### config.mk
export PLATFORM = sky130hd
export DESIGN_NAME = rgb_to_hsi_pixel
export DESIGN_NICKNAME = d
export VERILOG_FILES = /design/src/design/rgbhsi_pkg.sv /design/src/design/rgbhsi_front.sv /design/src/design/rgbhsi_cordic.sv /design/src/design/rgbhsi_back.sv /design/src/design/rgb_to_hsi_pixel.sv
export SDC_FILE = /design/constraint.sdc
export NUM_CORES = 2
export LEC_CHECK = 0
export BUFFER_PORTS_ARGS = -buffer_cell sky130_fd_sc_hd__buf_2
export CAP_MARGIN = 5
export CORE_AREA = 2 2 448 450
export DETAILED_ROUTE_END_ITERATION = 12
export DIE_AREA = 0 0 450 452
export PLACE_DENSITY = 0.7
export SLEW_MARGIN = 0
export SYNTH_ARGS = -nofsm -noshare
export SYNTH_HDL_FRONTEND = slang
export SYNTH_SLANG_ARGS = --single-unit
export TNS_END_PERCENT = 5
### constraint.sdc
create_clock -name clk -period 23.6 [get_ports clk]
set_input_delay 2.36 -clock clk [delete_from_list [all_inputs] [get_ports clk]]
set_output_delay 2.36 -clock clk [all_outputs]
set_load 0.05 [all_outputs]
### src/design/rgbhsi_pkg.sv
package rgbhsi_pkg;

	localparam int CB = 8;
	localparam int SW = CB + 2;
	localparam int NW = SW + 8;
	localparam int XW = CB + 21;
	localparam int ZW = 25;
	localparam int TW = 25;
	localparam int CORDIC_STAGES = 8;

	localparam int SQRT3_Q16 = 113512;
	localparam int DIV3_SH = SW + 1;
	localparam int DIV3_K = (2 ** DIV3_SH + 2) / 3;

	localparam int DEG90 = 90 * 65536;
	localparam int DEG180 = 180 * 65536;
	localparam int DEG360 = 360 * 65536;

	localparam int HUE_MUL = 17;
	localparam int HUE_SH = 19;
	localparam int HUE_T_W = 10;
	localparam int HDIV_K = 683;
	localparam int HDIV_SH = 11;

	typedef struct packed {
		logic gray;
		logic flip;
		logic gblt;
		logic signed [XW-1:0] x;
		logic signed [XW-1:0] y;
		logic signed [ZW-1:0] z;
		logic [NW-1:0] rem;
		logic [SW-1:0] sum;
		logic [7:0] quo;
		logic [CB-1:0] inten;
	} cst_t;

	function automatic logic signed [ZW-1:0] atan_q16(input logic [3:0] i);
		logic signed [ZW-1:0] a;
		case (i)
			4'd0: a = ZW'(2949120);
			4'd1: a = ZW'(1740967);
			4'd2: a = ZW'(919879);
			4'd3: a = ZW'(466945);
			4'd4: a = ZW'(234379);
			4'd5: a = ZW'(117304);
			4'd6: a = ZW'(58666);
			4'd7: a = ZW'(29335);
			4'd8: a = ZW'(14668);
			4'd9: a = ZW'(7334);
			4'd10: a = ZW'(3667);
			4'd11: a = ZW'(1833);
			4'd12: a = ZW'(917);
			4'd13: a = ZW'(458);
			4'd14: a = ZW'(229);
			4'd15: a = ZW'(115);
			default: a = '0;
		endcase
		return a;
	endfunction

endpackage

### src/design/rgbhsi_front.sv
module rgbhsi_front (
	input  logic clk,
	input  logic arst_n,
	input  logic en,
	input  logic in_v,
	input  logic [rgbhsi_pkg::CB-1:0] red,
	input  logic [rgbhsi_pkg::CB-1:0] green,
	input  logic [rgbhsi_pkg::CB-1:0] blue,
	output logic out_v,
	output rgbhsi_pkg::cst_t d_s1
);

	localparam int SW = rgbhsi_pkg::SW;
	localparam int NW = rgbhsi_pkg::NW;
	localparam int XW = rgbhsi_pkg::XW;
	localparam int CB = rgbhsi_pkg::CB;

	logic [SW-1:0] sum, mn, dd;
	logic [SW:0] xd;
	logic [SW-1:0] xa;
	logic [CB-1:0] gbd;
	logic [CB+16:0] yp;
	logic [2*SW+1:0] ip;
	rgbhsi_pkg::cst_t nx;

	always_comb begin
		sum = SW'(red) + SW'(green) + SW'(blue);
		if (red < green)
			mn = (red < blue) ? SW'(red) : SW'(blue);
		else
			mn = (green < blue) ? SW'(green) : SW'(blue);
		dd = sum - SW'(3 * mn);
		xd = ((SW+1)'(red) << 1) - (SW+1)'(green) - (SW+1)'(blue);
		xa = xd[SW] ? SW'(-xd) : xd[SW-1:0];
		gbd = (green > blue) ? (green - blue) : (blue - green);
		yp = (CB+17)'(gbd) * (CB+17)'(rgbhsi_pkg::SQRT3_Q16);
		ip = (2*SW+2)'(sum) * (2*SW+2)'(rgbhsi_pkg::DIV3_K);
		nx.gray = (red == green) && (green == blue);
		nx.flip = xd[SW];
		nx.gblt = green < blue;
		nx.x = XW'(xa) << 16;
		nx.y = XW'(yp);
		nx.z = '0;
		nx.rem = (NW'(dd) << 8) - NW'(dd);
		nx.sum = sum;
		nx.quo = '0;
		nx.inten = ip[rgbhsi_pkg::DIV3_SH +: CB];
	end

	always_ff @(posedge clk or negedge arst_n) begin
		if (!arst_n) begin
			out_v <= 1'b0;
		end else if (en) begin
			out_v <= in_v;
		end
	end

	always_ff @(posedge clk) begin
		if (en) begin
			d_s1 <= nx;
		end
	end

endmodule

### src/design/rgbhsi_cordic.sv
module rgbhsi_cordic (
	input  logic clk,
	input  logic arst_n,
	input  logic en,
	input  logic in_v,
	input  logic [2:0] idx,
	input  rgbhsi_pkg::cst_t d,
	output logic out_v,
	output rgbhsi_pkg::cst_t d_s
);

	localparam int XW = rgbhsi_pkg::XW;
	localparam int ZW = rgbhsi_pkg::ZW;
	localparam int NW = rgbhsi_pkg::NW;

	rgbhsi_pkg::cst_t nx;
	logic signed [XW-1:0] xt, yt, dx, dy;
	logic signed [ZW-1:0] zt;
	logic [3:0] it;
	logic [NW-1:0] dsh;

	// two micro-rotations plus one quotient bit per stage
	always_comb begin
		nx = d;
		xt = d.x;
		yt = d.y;
		zt = d.z;
		it = '0;
		dx = '0;
		dy = '0;
		for (int j = 0; j < 2; j++) begin
			it = {idx, j[0]};
			dx = yt >>> it;
			dy = xt >>> it;
			if (!yt[XW-1]) begin
				xt = xt + dx;
				yt = yt - dy;
				zt = zt + rgbhsi_pkg::atan_q16(it);
			end else begin
				xt = xt - dx;
				yt = yt + dy;
				zt = zt - rgbhsi_pkg::atan_q16(it);
			end
		end
		nx.x = xt;
		nx.y = yt;
		nx.z = zt;
		dsh = NW'(d.sum) << (3'd7 - idx);
		if (d.rem >= dsh) begin
			nx.rem = d.rem - dsh;
			nx.quo = {d.quo[6:0], 1'b1};
		end else begin
			nx.quo = {d.quo[6:0], 1'b0};
		end
	end

	always_ff @(posedge clk or negedge arst_n) begin
		if (!arst_n) begin
			out_v <= 1'b0;
		end else if (en) begin
			out_v <= in_v;
		end
	end

	always_ff @(posedge clk) begin
		if (en) begin
			d_s <= nx;
		end
	end

endmodule

### src/design/rgbhsi_back.sv
module rgbhsi_back (
	input  logic clk,
	input  logic arst_n,
	input  logic [2:0] en,
	input  logic in_v,
	input  rgbhsi_pkg::cst_t d,
	output logic [2:0] out_v,
	output logic [7:0] hue,
	output logic [7:0] saturation,
	output logic [rgbhsi_pkg::CB-1:0] intensity
);

	localparam int ZW = rgbhsi_pkg::ZW;
	localparam int TW = rgbhsi_pkg::TW;
	localparam int CB = rgbhsi_pkg::CB;
	localparam int HTW = rgbhsi_pkg::HUE_T_W;

	logic [TW-1:0] zc, th;
	logic [29:0] tp;
	logic [19:0] hp;

	logic [TW-1:0] th_s10;
	logic gray_s10, gray_s11, gray_s12;
	logic [7:0] sat_s10, sat_s11, sat_s12;
	logic [CB-1:0] int_s10, int_s11, int_s12;
	logic [HTW-1:0] t_s11;
	logic [7:0] hue_s12;

	always_comb begin
		if (d.z[ZW-1])
			zc = '0;
		else if (d.z > ZW'(rgbhsi_pkg::DEG90))
			zc = TW'(rgbhsi_pkg::DEG90);
		else
			zc = TW'(d.z);
		th = d.flip ? (TW'(rgbhsi_pkg::DEG180) - zc) : zc;
		if (d.gblt)
			th = TW'(rgbhsi_pkg::DEG360) - th;
		if (th >= TW'(rgbhsi_pkg::DEG360))
			th = th - TW'(rgbhsi_pkg::DEG360);
		tp = 30'(th_s10) * 30'(rgbhsi_pkg::HUE_MUL);
		hp = 20'(t_s11) * 20'(rgbhsi_pkg::HDIV_K);
	end

	always_ff @(posedge clk or negedge arst_n) begin
		if (!arst_n) begin
			out_v <= '0;
		end else begin
			if (en[0]) out_v[0] <= in_v;
			if (en[1]) out_v[1] <= out_v[0];
			if (en[2]) out_v[2] <= out_v[1];
		end
	end

	always_ff @(posedge clk) begin
		if (en[0]) begin
			th_s10 <= th;
			gray_s10 <= d.gray;
			sat_s10 <= d.quo;
			int_s10 <= d.inten;
		end
		if (en[1]) begin
			t_s11 <= tp[rgbhsi_pkg::HUE_SH +: HTW];
			gray_s11 <= gray_s10;
			sat_s11 <= sat_s10;
			int_s11 <= int_s10;
		end
		if (en[2]) begin
			hue_s12 <= gray_s11 ? 8'd0 : hp[rgbhsi_pkg::HDIV_SH +: 8];
			gray_s12 <= gray_s11;
			sat_s12 <= sat_s11;
			int_s12 <= int_s11;
		end
	end

	assign hue = hue_s12;
	assign saturation = gray_s12 ? 8'd0 : sat_s12;
	assign intensity = int_s12;

endmodule

### src/design/rgb_to_hsi_pixel.sv
// channel   handshake                payload
// pixel     pix_valid / pix_stall    red, green, blue
// hsi       hsi_valid / hsi_stall    hue, saturation, intensity
//
// twelve register stages: one front stage, eight cordic stages with two
// micro-rotations and one saturation quotient bit each, three hue stages
// one word per clock when hsi_stall stays low
// arst_n clears all stage valid bits
// a stalled output holds; empty stages still fill behind it

module rgb_to_hsi_pixel (
	input  logic clk,
	input  logic arst_n,
	input  logic pix_valid,
	output logic pix_stall,
	input  logic [rgbhsi_pkg::CB-1:0] red,
	input  logic [rgbhsi_pkg::CB-1:0] green,
	input  logic [rgbhsi_pkg::CB-1:0] blue,
	output logic hsi_valid,
	input  logic hsi_stall,
	output logic [7:0] hue,
	output logic [7:0] saturation,
	output logic [rgbhsi_pkg::CB-1:0] intensity
);

	localparam int NS = rgbhsi_pkg::CORDIC_STAGES + 4;

	logic [NS-1:0] vld, en;
	rgbhsi_pkg::cst_t cs [0:rgbhsi_pkg::CORDIC_STAGES];

	always_comb begin
		en[NS-1] = !vld[NS-1] || !hsi_stall;
		for (int k = NS - 2; k >= 0; k--) begin
			en[k] = !vld[k] || en[k+1];
		end
	end

	assign pix_stall = !en[0];

	rgbhsi_front u_front (
		.clk(clk), .arst_n(arst_n), .en(en[0]), .in_v(pix_valid),
		.red(red), .green(green), .blue(blue),
		.out_v(vld[0]), .d_s1(cs[0])
	);

	for (genvar k = 0; k < rgbhsi_pkg::CORDIC_STAGES; k++) begin : g_cordic
		rgbhsi_cordic u_stage (
			.clk(clk), .arst_n(arst_n), .en(en[k+1]), .in_v(vld[k]),
			.idx(3'(k)), .d(cs[k]), .out_v(vld[k+1]), .d_s(cs[k+1])
		);
	end

	rgbhsi_back u_back (
		.clk(clk), .arst_n(arst_n), .en(en[NS-1:NS-3]),
		.in_v(vld[NS-4]), .d(cs[rgbhsi_pkg::CORDIC_STAGES]),
		.out_v(vld[NS-1:NS-3]), .hue(hue), .saturation(saturation),
		.intensity(intensity)
	);

	assign hsi_valid = vld[NS-1];

endmodule

==> impl_metrics.yaml <==
detailed_routing:
  wl_met1_um: 124000
  drcViolationCount: 0
  drt_wl_total_um: 290000
  drt_first_pass_iters: 9
  postRouteAntennaNets: 0
  viasPerCell: 5.98
  met2WireLength_um: 136000
  drt-initial-drc-count: 6388
  num_vias: 89100
  wl_per_cell_um: 19.4
  highest_layer: "met5"
  dr_wl_met3_um: 13200
logic_synthesis:
  synth.largest_area_cell: "edfxtp_1"
  synth.ff_latch_count: 1053
  synth_top_area_share_pct: 28.7
  synthCells: 12100
  synthArstFlopShare_pct: 1.14
  synth_cell_types: 119
  synth_edf_count: 1041
  netlist_area_um2: 109000
  avgSynthCellArea_um2: 9.02
  ys_seq_area_share_pct: 29.0
  synthTopCellsByCount: "1,508 x ha_1, 1,180 x nor2_1, 1,054 x xnor2_1, 1,041 x edfxtp_1, 905 x a21oi_1"
  syn-num-nets: 13700
  synth_most_common_cell: "ha_1"
  synth_area_leaders: "edfxtp_1 29%, ha_1 17%, xnor2_1 8.5%"
  yosys_warnings: 0
  synthFlopType: "edfxtp_1"
sta:
  worst_pin_slew_ns: 1.15
  setup_viol: 0
  finalMaxSlewViolations: 0
  finalHoldViolCount: 0
  period_share_pct: 42.3
  clock_skew_ns: 0.0672
  final.setup.tns_ns: 0
  max_freq_ghz: 0.100
  grt_setup_unrepaired: "no"
  slew_headroom_pct: 22.4
  finalCriticalPeriod_ns: 9.99
grt:
  grt_pass1_wl_um: 457000
  grt_start_max_net_pins: 78
  grtUsageTotal_pct: 27.7
  grt_pass1_vias: 85800
  grt.overflow.total: 0
  antenna_found_initial: 5
placement:
  gp_congestion: 0.965
  io_buffer_count: 53
  hpwl_um: 238000
setup_path:
  critPathCaptureType: "register"
  crit_required_ns: 24.27
  startpoint_type: "input port"
  crit_path_frequent_cell: "o21ai_0"
  cp_max_fo: 12
  cp.arrival_ns: 10.65
  crit_type: "in2reg"
  slowest_delay_ns: 0.75
  cpMaxStageDelayCell: "nor2_1"
finish:
  syn_to_final_growth_pct: 7.15
  nets: 13800
  layout-drive-gt1-share_pct: 4.27
  multi_input_area_um2: 73500
  regArea_um2: 31600
  fill_cells: 17400
clocking:
  clk_pin_slew_ns: 0.07
  numCtsBuffers: 120
  post_cts_resized: 0
  cts_tree: "done"
  htreeDepth: 3
  clk_latency_ns: 0.83
  cts_hold_buf: 0
  clkSinkCount: 1053
  cts.path.max_buffers: 3
  cts_root_buf: "clkbuf_16"
  post_cts_buffers: 0
floorplanning:
  fp-row-count: 164
  io_pins: 54
  die_h_um: 452
  die_area_um2: 203000
  start_util_pct: 54.8
  die-width_um: 450
  coreArea_um2: 199000
run_status:
  outcome: "finished, final reports clean"
flow_run:
  max-cap-violations: 0
worst_hold_path:
  hold_path.class: "reg2reg"
[area by class of cell]
type / instances / area share, %
diodes: 12 / 0.0257
clock buffers: 133 / 2.63
clock inverters: 95 / 1.00
inverters: 885 / 2.85
multi-input cells: 9973 / 63.0
flip-flops and latches: 1053 / 27.0
well taps: 2656 / 2.85
repair buffers: 110 / 0.595
[path summary, 6_finish.rpt]
path                                                   startpoint                               endpoint  slack [ns]  cells after the start
max in group asynchronous                                  arst_n  g_cordic[0].u_stage.out_v$_DFFE_PN0P_       21.98                      1
min in group asynchronous                                  arst_n            u_back.out_v[1]$_DFFE_PN0P_        1.40                      1
max                                                      green[0]             u_front.d_s1[92]$_DFFE_PN_       13.61                     33
max reg2reg                g_cordic[4].u_stage.d_s[112]$_DFFE_PP_  g_cordic[5].u_stage.d_s[95]$_DFFE_PP_       13.89                     35
min reg2reg                  g_cordic[3].u_stage.d_s[8]$_DFFE_PP_   g_cordic[4].u_stage.d_s[9]$_DFFE_PP_        0.39                      0
min                          g_cordic[3].u_stage.d_s[8]$_DFFE_PP_   g_cordic[4].u_stage.d_s[9]$_DFFE_PP_        0.39                      0
[sequential cells by signal, summed over array words and instances, names as in the netlist]
name	count
u_back.sat_s12	8
u_back.int_s11	8
u_back.sat_s11	8
u_back.hue	8
u_front.out_v	1
g_cordic.u_stage.out_v	8
u_back.gray_s10	1
u_front.d_s1	70
u_back.sat_s10	8
u_back.gray_s11	1
u_back.intensity	8
g_cordic.u_stage.d_s	878
u_back.t_s11	10
u_back.gray_s12	1
u_back.out_v	3
u_back.int_s10	8
u_back.th_s10	24
[stage by stage]
step,std cells,util (%),setup WS (ns),area (µm²),hold WS [ns]
floorplan,12100,-,7.25,109000,0.400
global placement,14700,56.6,12.71,112000,0.401
detailed placement,14700,56.6,12.82,112000,0.405
CTS,14900,58.7,13.67,117000,0.381
global route,14900,58.7,12.85,117000,0.392
finish,14900,58.7,13.61,117000,0.387
[layer usage]
layer	global-route usage, %	up-vias
met5	0	-
met4	13.8	2
met3	2.90	512
met2	47.3	2154
met1	34.8	42300
li1	-	44100
[layout by cell type (no fill, tap or decap), types with 35 or more instances in the layout]
cell type  count
buf_4         55
nor2b_1      219
a211oi_1      95
nor3_1       419
xor2_1       444
a21boi_0      75
or3_1        137
edfxtp_1    1041
and2_1        83
clkbuf_16    120
nand2_1      655
mux2i_1       38
o211ai_1      64
a21o_1       242
nand4_1       51
xnor2_1     1053
buf_2         54
a21oi_1      904
o31ai_1       98
o41ai_1       50
nand3b_1      35
o21bai_1     108
a31oi_1      125
and3_1       114
nor2_1      1179
or4_1         38
or2_2         70
o21a_1       217
fa_1         135
nand3_1      236
nand2b_1     203
nor4_1       106
o21ai_0      671
inv_1        877
ha_1        1508
[kinds of logic after synthesis]
family          count (synthesis)  synth area share [%]
xor+xnor                     1504                  12.1
compound gates               3079                  18.2
fa+ha+maj                    1643                  19.8
mux                            63                 0.607
flops                        1053                  29.0
buf+inv                      1050                  3.63
simple gates                 3684                  16.7
[worst max-delay path: cells and delay by family]
family          cells  cell delay [ns]
xor+xnor            1             0.51
mux                 1             0.26
fa+ha+maj           7             2.82
compound gates     16             2.90
simple gates        3             1.30
buf+inv             5             0.47
Power is not shown: default switching activity piles up to over one toggle a cycle in this logic, so the estimate is an artifact.
